## config.mk

```make
export PLATFORM = sky130hd
export DESIGN_NAME = hdbf_queue
export DESIGN_NICKNAME = d
export VERILOG_FILES = /design/src/hdbf_pkg.sv /design/src/hdbf_queue.sv
export SDC_FILE = /design/constraint.sdc
export NUM_CORES = 1
export LEC_CHECK = 0
export ABC_CLOCK_PERIOD_IN_PS = 3000
export BUFFER_PORTS_ARGS = -buffer_cell sky130_fd_sc_hd__buf_2
export CAP_MARGIN = 10
export CORE_ASPECT_RATIO = 2
export CORE_MARGIN = 10
export CORE_UTILIZATION = 63
export CTS_BUF_LIST = sky130_fd_sc_hd__clkbuf_8
export DETAILED_ROUTE_END_ITERATION = 12
export PLACE_DENSITY = 0.83
export REMOVE_ABC_BUFFERS = 1
export SLEW_MARGIN = 20
export SYNTH_ARGS = -nofsm -noshare
export SYNTH_HDL_FRONTEND = slang
export SYNTH_SLANG_ARGS = --single-unit
export TNS_END_PERCENT = 10
```

## constraint.sdc

```tcl
create_clock -name clock -period 3 [get_ports clock]
set_clock_uncertainty 0.05 [all_clocks]
set_input_delay 0.6 -clock clock [delete_from_list [all_inputs] [get_ports clock]]
set_output_delay 0.6 -clock clock [all_outputs]
set_load 0.01 [all_outputs]
```

## src/hdbf_pkg.sv

```systemverilog
// hdbf_pkg: shared types and constants of the hashed domain bit filter
// no dependencies; imported by every module of the block

package hdbf_pkg;

   // default number of slots in the presence table (power of two)
   localparam int unsigned TABLE_SIZE_DEFAULT = 65536;

   // presence table is stored as rows of presence bits
   localparam int unsigned ROW_W     = 32;
   localparam int unsigned ROW_BIT_W = 5;

   // depth of the queue between front and back
   localparam int unsigned QUEUE_DEPTH = 4;

   // operation codes
   localparam logic OP_SEARCH = 1'b0;
   localparam logic OP_RECORD = 1'b1;

   // one request: a character of a name
   typedef struct packed {
      logic [7:0] name_byte;
      logic       last_byte;
      logic       operation;
   } hdbf_req_type;

   // one result: membership of the slot tested
   typedef struct packed {
      logic        was_present;
      logic [15:0] slot_index;
   } hdbf_rsp_type;

   // status of the back end seen by the front
   typedef struct packed {
      logic clearing;
   } hdbf_status_type;

endpackage

```

## src/hdbf_queue.sv

```systemverilog
// hdbf_queue: short first-in first-out queue between front and back
// depends on hdbf_pkg

module hdbf_queue #(
   parameter int unsigned DATA_W = 17
) (
   input  logic              clock,
   input  logic              reset,
   input  logic              push_valid,
   input  logic [DATA_W-1:0] push_data,
   output logic              q_full,
   output logic              pop_valid,
   output logic [DATA_W-1:0] pop_data,
   input  logic              pop_take
);
   import hdbf_pkg::*;

   localparam int unsigned PTR_W = $clog2(QUEUE_DEPTH);
   localparam int unsigned CNT_W = PTR_W + 1;

   logic [DATA_W-1:0] slot_ff [QUEUE_DEPTH];
   logic [PTR_W-1:0]  wr_ptr_ff, wr_ptr_in;
   logic [PTR_W-1:0]  rd_ptr_ff, rd_ptr_in;
   logic [CNT_W-1:0]  count_ff, count_in;
   logic              do_push;
   logic              do_pop;

   assign q_full    = (count_ff == CNT_W'(QUEUE_DEPTH));
   assign pop_valid = (count_ff != '0);
   assign pop_data  = slot_ff[rd_ptr_ff];
   assign do_push   = push_valid && !q_full;
   assign do_pop    = pop_take && pop_valid;

   // pointer and fill count update
   always_comb begin
      wr_ptr_in = do_push ? wr_ptr_ff + 1'b1 : wr_ptr_ff;
      rd_ptr_in = do_pop ? rd_ptr_ff + 1'b1 : rd_ptr_ff;
      count_in  = count_ff;
      if (do_push && !do_pop) begin
         count_in = count_ff + 1'b1;
      end else if (do_pop && !do_push) begin
         count_in = count_ff - 1'b1;
      end
   end

   always_ff @(posedge clock) begin
      if (reset) begin
         wr_ptr_ff <= '0;
         rd_ptr_ff <= '0;
         count_ff  <= '0;
      end else begin
         wr_ptr_ff <= wr_ptr_in;
         rd_ptr_ff <= rd_ptr_in;
         count_ff  <= count_in;
      end
   end

   // entry storage
   always_ff @(posedge clock) begin
      if (do_push) begin
         slot_ff[wr_ptr_ff] <= push_data;
      end
   end

endmodule

```

==> reports/results.ini <==
[pwr]
power_leakage_nw = 1.16
power.total_w = 0.00268
power_density_nw_per_um2 = 804
ir_drop_uv = 562

[timing]
rsz0062_at_grt = no
fin_ws_ps = 565
setup_viol = 0
worst_slew_pin_slew_ps = 894
drv_slew = 0
slew_headroom_pct = 40.4
setup-tns-final_ps = 0
min_period_ps = 2430
timing_hold_violations_final = 0
fmax_ghz = 0.411
fin_crit_sh_pct = 81.2

[floorplan]
start_util_pct = 64.5
die_area_um2 = 7960
dieHeight_um = 117
rows = 35
die_x_um = 68.3
core-area_um2 = 4550
io_pins = 40

[cts]
clockBufferDepth = 2
cts_tree = done
cts_made_buffers = 9
clk_pin_slew_ps = 80
holdBufCountCts = 0
cts-htree-levels = 3
cts_setup_buffers = 0
clockRootBuffer = clkbuf_8
cts_num_sinks = 77
clk_latency_ps = 330
ctsResizeCount = 0

[placement]
routabilityCongestion = 0.653
dp_hpwl_um = 3610
port_buffers = 39
pre_cts_ws_ps = 564
dpl-instance-area_um2 = 3160

[route]
drtAntennaViolNets = 0
via_per_inst = 5.65
vias = 1373
drt_iter0_markers = 72
drt-pass1-iter-count = 4
drc = 0
drt-total-wl_um = 5030
wl_per_cell_um = 20.7

[cells_and_area]
drive_above_1_share_pct = 39.9
n_antenna_cell = 0
fin_nets = 210
fillers = 307
design_area_um2 = 3330
fin_util_pct = 73.2
syn_to_final_growth_pct = 13.4

[grt]
grt_pass1_vias = 1610
grt_usage_pct = 14.0
grt_pass1_wl_um = 7920
grt.overflow.total = 0
antenna_found_initial = 0
grt_max_degree = 18

[synth]
yosys_warnings = 0
avgSynthCellArea_um2 = 21.4
synth_area_leaders = edfxtp_1, mux4_2, dfxtp_1
synth.ff_latch_count = 77
synth_area_um2 = 2940
synth_cell_types = 22
yosysTopAreaCell = edfxtp_1
synth-seq-area-share_pct = 75.6
synth_top_area_share_pct = 69.5
syn-instance-count = 137

[setup_path]
slowest_delay_ps = 860
required_ps = 2350
path_class = reg2out
cp-start-kind = flip-flop
critPathMaxFanout = 17
arrival_ps = 1780
slowest_stage = dfxtp_1
end_kind = output port
critical_path.cell_chain = mux4_2, buf_2

[hold_path]
hold_path_class = in2reg

[run]
maxCapViolCount = 0

[outcome]
status = finished clean

## sequential cells by signal, summed over array words and instances, names as in the netlist, named ones only
| register | cells |
|---|---|
| wr_ptr_ff | 2 |
| count_ff | 3 |
| rd_ptr_ff | 2 |
| slot_ff | 68 |
## per-layer routing
metal	global-route usage (%)	wire, um	share of wire [%]	up-vias
met4	6.34	43	0.86	0
met1	13.6	1740	35	690
met3	5.57	330	6.6	5
li1	-	-	-	639
met2	24.5	2920	58	39
met5	0	0	0	-
## final cells by class
type                    instances  area (um^2)  area share [%]
clock buffers                   9          124            3.72
clock inverters                 7         43.8            1.31
inverters                       4         15.0           0.451
multi-input cells              51          656            19.7
flip-flops and latches         77         2220            66.7
well taps                      55         68.8            2.07
repair buffers                 40          203            6.08
## through the flow
stage               hold WS, ps  instances
finish                      434        243
global route                413        243
CTS                         414        243
detailed placement          488        227
global placement            446        227
floorplan                   431        132
## path summary, 6_finish.rpt
| check | from | end | slack [ps] | cells past startpoint |
|---|---|---|---|---|
| worst min register to register | wr_ptr_ff[0]$_SDFFE_PP0P_ | wr_ptr_ff[0]$_SDFFE_PP0P_ | 500 | 2 |
| worst min-delay path | push_data[12] | slot_ff[0][12]$_DFFE_PP_ | 430 | 1 |
| worst max register to register | count_ff[0]$_SDFFE_PP0P_ | count_ff[2]$_SDFFE_PP0P_ | 700 | 8 |
| worst max-delay path | flip-flop | pop_data[4] | 570 | 2 |
## cell usage after synthesis
| cell type | count |
|---|---|
| a21oi_1 | 2 |
| o311ai_1 | 1 |
| inv_1 | 4 |
| xor2_1 | 4 |
| or3_1 | 3 |
| mux2i_1 | 2 |
| mux4_2 | 17 |
| edfxtp_1 | 68 |
| o21ai_0 | 2 |
| nor3b_2 | 1 |
| nand2b_1 | 2 |
| fa_1 | 1 |
| buf_6 | 1 |
| and2_1 | 4 |
| buf_12 | 1 |
| nor2_2 | 1 |
| buf_2 | 2 |
| nor2_1 | 5 |
| clkbuf_1 | 1 |
| dfxtp_1 | 9 |
| o31ai_2 | 1 |
| ha_1 | 5 |
## cell usage in the layout, fill, tap and decap left out
cell	netlist	layout
clkbuf_8	0	9
clkinv_2	0	2
nand2b_1	2	2
a21oi_1	2	2
or3_1	3	3
buf_4	0	1
o311ai_1	1	1
dfxtp_1	9	9
inv_1	4	5
o31ai_2	1	1
nor2_1	5	5
nor3b_2	1	1
edfxtp_1	68	68
xor2_1	4	4
nor2_2	1	1
buf_2	2	39
ha_1	5	5
mux2i_1	2	2
o21ai_0	2	2
and2_1	4	4
mux4_2	17	17
fa_1	1	1
clkinvlp_4	0	4
## kinds of logic after synthesis
family | synth area share, %
compound gates | 1.41
xor+xnor | 1.19
fa+ha+maj | 2.81
buf+inv | 2.04
flops | 75.6
mux | 13.7
simple gates | 3.19
## critical path: cells and delay by family (launching register included)
kind	cells	cell delay [ps]
mux	1	430
flops	1	860
buf+inv	1	160
## power by group
group	internal [W]	switching [W]	leakage, nW
registers	0.00130	0.0000787	0.697
logic	0.000333	0.000332	0.387
clock network	0.000293	0.000343	0.0784
Power figures use the tool's default switching activity.
