==> config.mk <==
export PLATFORM = sky130hd
export DESIGN_NAME = hdbf_front
export DESIGN_NICKNAME = d
export VERILOG_FILES = /design/src/hdbf_pkg.sv /design/src/hdbf_front.sv
export SDC_FILE = /design/constraint.sdc
export NUM_CORES = 1
export LEC_CHECK = 0
export BUFFER_PORTS_ARGS = -buffer_cell sky130_fd_sc_hd__buf_2
export CORE_MARGIN = 2
export CORE_UTILIZATION = 55
export CTS_BUF_LIST = sky130_fd_sc_hd__clkbuf_8
export CTS_CLUSTER_DIAMETER = 200
export DETAILED_ROUTE_END_ITERATION = 8
export PLACE_DENSITY = 0.79
export SLEW_MARGIN = 40
export SYNTH_ARGS = -nofsm -noshare
export SYNTH_HDL_FRONTEND = slang
export SYNTH_SLANG_ARGS = --single-unit
==> constraint.sdc <==
create_clock -name clock -period 5.8 [get_ports clock]
set_clock_uncertainty 0.05 [all_clocks]
set_input_delay 0.87 -clock clock [delete_from_list [all_inputs] [get_ports clock]]
set_output_delay 0.87 -clock clock [all_outputs]
set_load 0.05 [all_outputs]
==> src/hdbf_pkg.sv <==
// hdbf_pkg: shared types and constants of the hashed domain bit filter
// no dependencies; imported by every module of the block

package hdbf_pkg;

   // default number of slots in the presence table (power of two)
   localparam int unsigned TABLE_SIZE_DEFAULT = 65536;

   // presence table is stored as rows of presence bits
   localparam int unsigned ROW_W     = 32;
   localparam int unsigned ROW_BIT_W = 5;

   // depth of the queue between front and back
   localparam int unsigned QUEUE_DEPTH = 4;

   // operation codes
   localparam logic OP_SEARCH = 1'b0;
   localparam logic OP_RECORD = 1'b1;

   // one request: a character of a name
   typedef struct packed {
      logic [7:0] name_byte;
      logic       last_byte;
      logic       operation;
   } hdbf_req_type;

   // one result: membership of the slot tested
   typedef struct packed {
      logic        was_present;
      logic [15:0] slot_index;
   } hdbf_rsp_type;

   // status of the back end seen by the front
   typedef struct packed {
      logic clearing;
   } hdbf_status_type;

endpackage

==> src/hdbf_front.sv <==
// hdbf_front: takes name bytes, keeps the running hash, queues a lookup per name
// depends on hdbf_pkg

module hdbf_front #(
   parameter int unsigned SLOT_W = 16
) (
   input  logic                     clock,
   input  logic                     reset,
   input  logic                     req_valid,
   output logic                     req_stall,
   input  hdbf_pkg::hdbf_req_type   req_payload,
   input  logic                     q_full,
   input  hdbf_pkg::hdbf_status_type back_status,
   output logic                     push_valid,
   output logic [SLOT_W:0]          push_data
);
   import hdbf_pkg::*;

   logic [31:0] hash_ff;
   logic [31:0] hash_in;
   logic [31:0] hash_next;
   logic        accept;

   // no requests while the table is cleared or the queue is full
   assign req_stall = q_full || back_status.clearing;
   assign accept    = req_valid && !req_stall;

   // h = 37*h + byte, wrapping at 32 bits
   assign hash_next = (hash_ff << 5) + (hash_ff << 2) + hash_ff
                    + 32'(req_payload.name_byte);

   // hash returns to zero after the last byte of a name
   always_comb begin
      hash_in = hash_ff;
      if (accept) begin
         hash_in = req_payload.last_byte ? '0 : hash_next;
      end
   end

   always_ff @(posedge clock) begin
      if (reset) begin
         hash_ff <= '0;
      end else begin
         hash_ff <= hash_in;
      end
   end

   // last byte queues the slot and the operation
   assign push_valid = accept && req_payload.last_byte;
   assign push_data  = {req_payload.operation, hash_next[SLOT_W-1:0]};

endmodule

==> flow_metrics.env <==
export IMPL_io_pins=34
export IMPL_design_final_nets=306
export IMPL_r2r_cells=11
export IMPL_timing_critical_path_arrival_ns=3.70
export IMPL_setup_viol_count_final=0
export IMPL_placed_cells=289
export IMPL_grt_antenna_before_repair=0
export IMPL_cts_root_buf="sky130_fd_sc_hd__clkbuf_8"
export IMPL_die_w_um=63.0
export IMPL_final_period_utilization=0.797
export IMPL_leading_registers_by_flop_count="hash_ff: 16 flops"
export IMPL_clock_fmax_mhz=216
export IMPL_mappedNetlistNets=276
export IMPL_detail_route_wl_per_cell_um=13.8
export IMPL_fin_hold_ws_ns=0.409
export IMPL_ir_worst_vdd_mv=0.137
export IMPL_final_period_demand_of_the_worst_path_ns=4.62
export IMPL_end_kind="primary output"
export IMPL_detailedPlace_worstSlack_ns=1.17
export IMPL_num_rows=21
export IMPL_result_of_the_run="finished clean"
export IMPL_number_of_flip_flops_in_the_largest_register=16
export IMPL_layout_filler_cells=298
export IMPL_tritoncts="done"
export IMPL_number_of_antenna_diodes=0
export IMPL_clk_transition_reported_paths_ns=0.06
export IMPL_worst_r2r_startpoint="hash_ff[0]"
export IMPL_die_height_um=63.0
export IMPL_place_area_sq_mm=0.00208
export IMPL_final_critical_path_setup_slack_ns=1.18
export IMPL_setup_tns_final_ns=0
export IMPL_final_util=0.639
export IMPL_grtUsageTotal=0.219
export IMPL_clk_latency_ns=0.26
export IMPL_yosysUniqueCellTypes=41
export IMPL_core_sq_mm=0.00334
export IMPL_yosys_register_bits=16
export IMPL_port_buffer_count=31
export IMPL_via_per_inst=5.36
export IMPL_setup_worst_path_end="push_data[15]"
export IMPL_sw_frac_of_total=0.386
export IMPL_hold_viol=0
export IMPL_startpoint="req_payload[7]"
export IMPL_grt_pass1_vias=1483
export IMPL_clock_sinks=16
export IMPL_powerDensity_mw_per_mm2=156
export IMPL_p_int_mw=0.205
export IMPL_reg2reg_to="hash_ff[15]"
export IMPL_max_cap_violations=0
export IMPL_final_layout_size_suffix_gt1_frac=0.178
export IMPL_dr_pass1_iters=5
export IMPL_grt_ovfl_total=0
export IMPL_timing_reg2reg_setup_slack_ns=2.59
export IMPL_total_power_mw=0.333
export IMPL_post_cts_setup_buffer_count=0
export IMPL_p_seq_frac=0.339
export IMPL_timing_critical_path_fanout_max=4
export IMPL_required_arrival_time_at_the_worst_endpoint_ns=4.88
export IMPL_hold_class="flip-flop to flip-flop"
export IMPL_total_leakage_power_nw=1.19
export IMPL_timing_final_max_slew_violations=0
export IMPL_synth_yosys_seq_area_share=0.167
export IMPL_remaining_drc_errors=0
export IMPL_max_slew_margin_rel=0.602
export IMPL_worstSetupStartpointType="input pin"
export IMPL_sw_pwr_mw=0.129
export IMPL_detailed_place_hpwl_um=3300
export IMPL_number_of_buffers_created_by_cts=3
export IMPL_area_delta_synth_final_pct=11.5
export IMPL_max_slew_worst_pin_slew_ns=0.596
export IMPL_clockPowerShare=0.310
export IMPL_grt_start_max_net_pins=16
export IMPL_starting_utilization_of_the_core_area=0.573
export IMPL_die_area_sq_mm=0.00397
export IMPL_final_instance_count_excl_fill=293
export IMPL_ctsResizeCount=0
export IMPL_syn_inst=218
export IMPL_htreeDepth=1
export IMPL_ys_warn_count=0
export IMPL_wire_length_of_the_first_global_routing_pass_um=6870
export IMPL_final_area_sq_mm=0.00213
export IMPL_hold_path_startpoint="hash_ff[3]"
export IMPL_rsz_0062_raised_after_global_routing="no"
export IMPL_routabilityCongestion=0.839
export IMPL_synth_area_sq_mm=0.00191
export IMPL_syn_avg_cell_area_sq_um=8.78
export IMPL_ant_nets_after_route=0
export IMPL_largest_register="hash_ff"
export IMPL_combinationalPowerShare=0.351
export IMPL_clockBufferDepth=2
export IMPL_vias_after_detailed_routing=1570
export IMPL_postRouteWirelength_um=4050
export IMPL_holdBufCountCts=0
export IMPL_first_iter_violations=84
export IMPL_criticalPathCategory="input pin to primary output"
## logic make-up after synthesis
logic type / synth area share
compound gates: 0.179
xor+xnor: 0.0641
fa+ha+maj: 0.348
buf+inv: 0.115
flops: 0.167
mux: 0.00589
simple gates: 0.121
## worst min-delay path by stage
| stage | to | cells after the start |
|---|---|---|
| 6_report | hash_ff[3] | 2 |
| 5_1_grt | hash_ff[3] | 2 |
| 4_1_cts | hash_ff[3] | 2 |
| 3_5_place_dp | hash_ff[3] | 2 |
| 3_3_place_gp | hash_ff[3] | 2 |
| 2_1_floorplan | hash_ff[3] | 2 |
## area by class of cell
cell class	instances	area (sq um)	area share
clock buffer	4	55.1	0.0258
inverter	46	173	0.0809
multi-input combinational	150	1370	0.643
sequential	16	320	0.150
tap	46	57.6	0.0270
timing repair buffer	31	155	0.0727
## critical path, cell delays in order
cell and delay [ns]:
sky130_fd_sc_hd__buf_2 0.08, sky130_fd_sc_hd__inv_1 0.04, sky130_fd_sc_hd__fa_1 0.53, sky130_fd_sc_hd__inv_1 0.05
sky130_fd_sc_hd__fa_1 0.46, sky130_fd_sc_hd__ha_1 0.36, sky130_fd_sc_hd__a21o_1 0.20, sky130_fd_sc_hd__a21oi_2 0.15
sky130_fd_sc_hd__a21oi_1 0.13, sky130_fd_sc_hd__o31ai_1 0.33, sky130_fd_sc_hd__xor2_1 0.22, sky130_fd_sc_hd__buf_2 0.29
## cells in the mapped netlist
| library cell | instances | share of area |
|---|---|---|
| sky130_fd_sc_hd__nand2_1 | 11 | 0.022 |
| sky130_fd_sc_hd__a21o_2 | 1 | 0.0046 |
| sky130_fd_sc_hd__o21ai_0 | 1 | 0.0026 |
| sky130_fd_sc_hd__a31oi_4 | 1 | 0.011 |
| sky130_fd_sc_hd__mux2_2 | 1 | 0.0059 |
| sky130_fd_sc_hd__o31ai_1 | 2 | 0.0078 |
| sky130_fd_sc_hd__nand4_1 | 6 | 0.020 |
| sky130_fd_sc_hd__o211a_1 | 1 | 0.0052 |
| sky130_fd_sc_hd__clkbuf_1 | 2 | 0.0039 |
| sky130_fd_sc_hd__a21o_1 | 7 | 0.027 |
| sky130_fd_sc_hd__xor2_1 | 4 | 0.018 |
| sky130_fd_sc_hd__ha_1 | 26 | 0.17 |
| sky130_fd_sc_hd__a21oi_2 | 3 | 0.014 |
| sky130_fd_sc_hd__a22o_1 | 4 | 0.018 |
| sky130_fd_sc_hd__a21boi_0 | 1 | 0.0039 |
| sky130_fd_sc_hd__nor2b_1 | 2 | 0.0065 |
| sky130_fd_sc_hd__a211o_1 | 1 | 0.0046 |
| sky130_fd_sc_hd__or3_1 | 2 | 0.0065 |
| sky130_fd_sc_hd__a32o_1 | 2 | 0.010 |
| sky130_fd_sc_hd__nand3_1 | 2 | 0.0052 |
| sky130_fd_sc_hd__and2_2 | 1 | 0.0039 |
| sky130_fd_sc_hd__inv_1 | 46 | 0.090 |
| sky130_fd_sc_hd__nor3b_1 | 3 | 0.012 |
| sky130_fd_sc_hd__nor3_2 | 1 | 0.0052 |
| sky130_fd_sc_hd__buf_6 | 1 | 0.0059 |
| sky130_fd_sc_hd__o21ai_1 | 1 | 0.0026 |
| sky130_fd_sc_hd__clkbuf_8 | 1 | 0.0072 |
| sky130_fd_sc_hd__nor2_2 | 1 | 0.0033 |
| sky130_fd_sc_hd__nor3_1 | 1 | 0.0026 |
| sky130_fd_sc_hd__and2_1 | 1 | 0.0033 |
| sky130_fd_sc_hd__a31oi_1 | 1 | 0.0033 |
| sky130_fd_sc_hd__xnor2_1 | 10 | 0.046 |
| sky130_fd_sc_hd__a21oi_1 | 15 | 0.039 |
| sky130_fd_sc_hd__dfxtp_1 | 16 | 0.17 |
| sky130_fd_sc_hd__o21bai_1 | 2 | 0.0078 |
| sky130_fd_sc_hd__nand4b_1 | 1 | 0.0046 |
| sky130_fd_sc_hd__buf_4 | 2 | 0.0078 |
| sky130_fd_sc_hd__nor2_1 | 12 | 0.024 |
| sky130_fd_sc_hd__a22oi_1 | 4 | 0.016 |
| sky130_fd_sc_hd__fa_1 | 17 | 0.18 |
| sky130_fd_sc_hd__and3_1 | 1 | 0.0033 |
## power groups by stage
stage	combinational, mW	clock (mW)	sequential [mW]
floorplan	0.0939	0	0.115
global placement	0.115	0	0.116
detailed placement	0.117	0	0.116
CTS	0.117	0.105	0.113
global route	0.127	0.112	0.113
finish	0.117	0.103	0.113
## cells in the final DEF (no fill, tap or decap), drive strengths merged, types with 8 or more instances in the layout
cell type,n
nor2,13
xnor2,10
a21oi,18
inv,46
dfxtp,16
a21o,8
ha,26
fa,17
nand2,11
buf,31
## metal layers
metal,share of wire,vias to the layer above,track usage
li1,-,781,-
met1,0.46,744,0.296
met2,0.49,40,0.370
met3,0.045,5,0.0414
met4,0.0074,0,0.0333
met5,0,-,0
(Power assumes the default switching activity.)
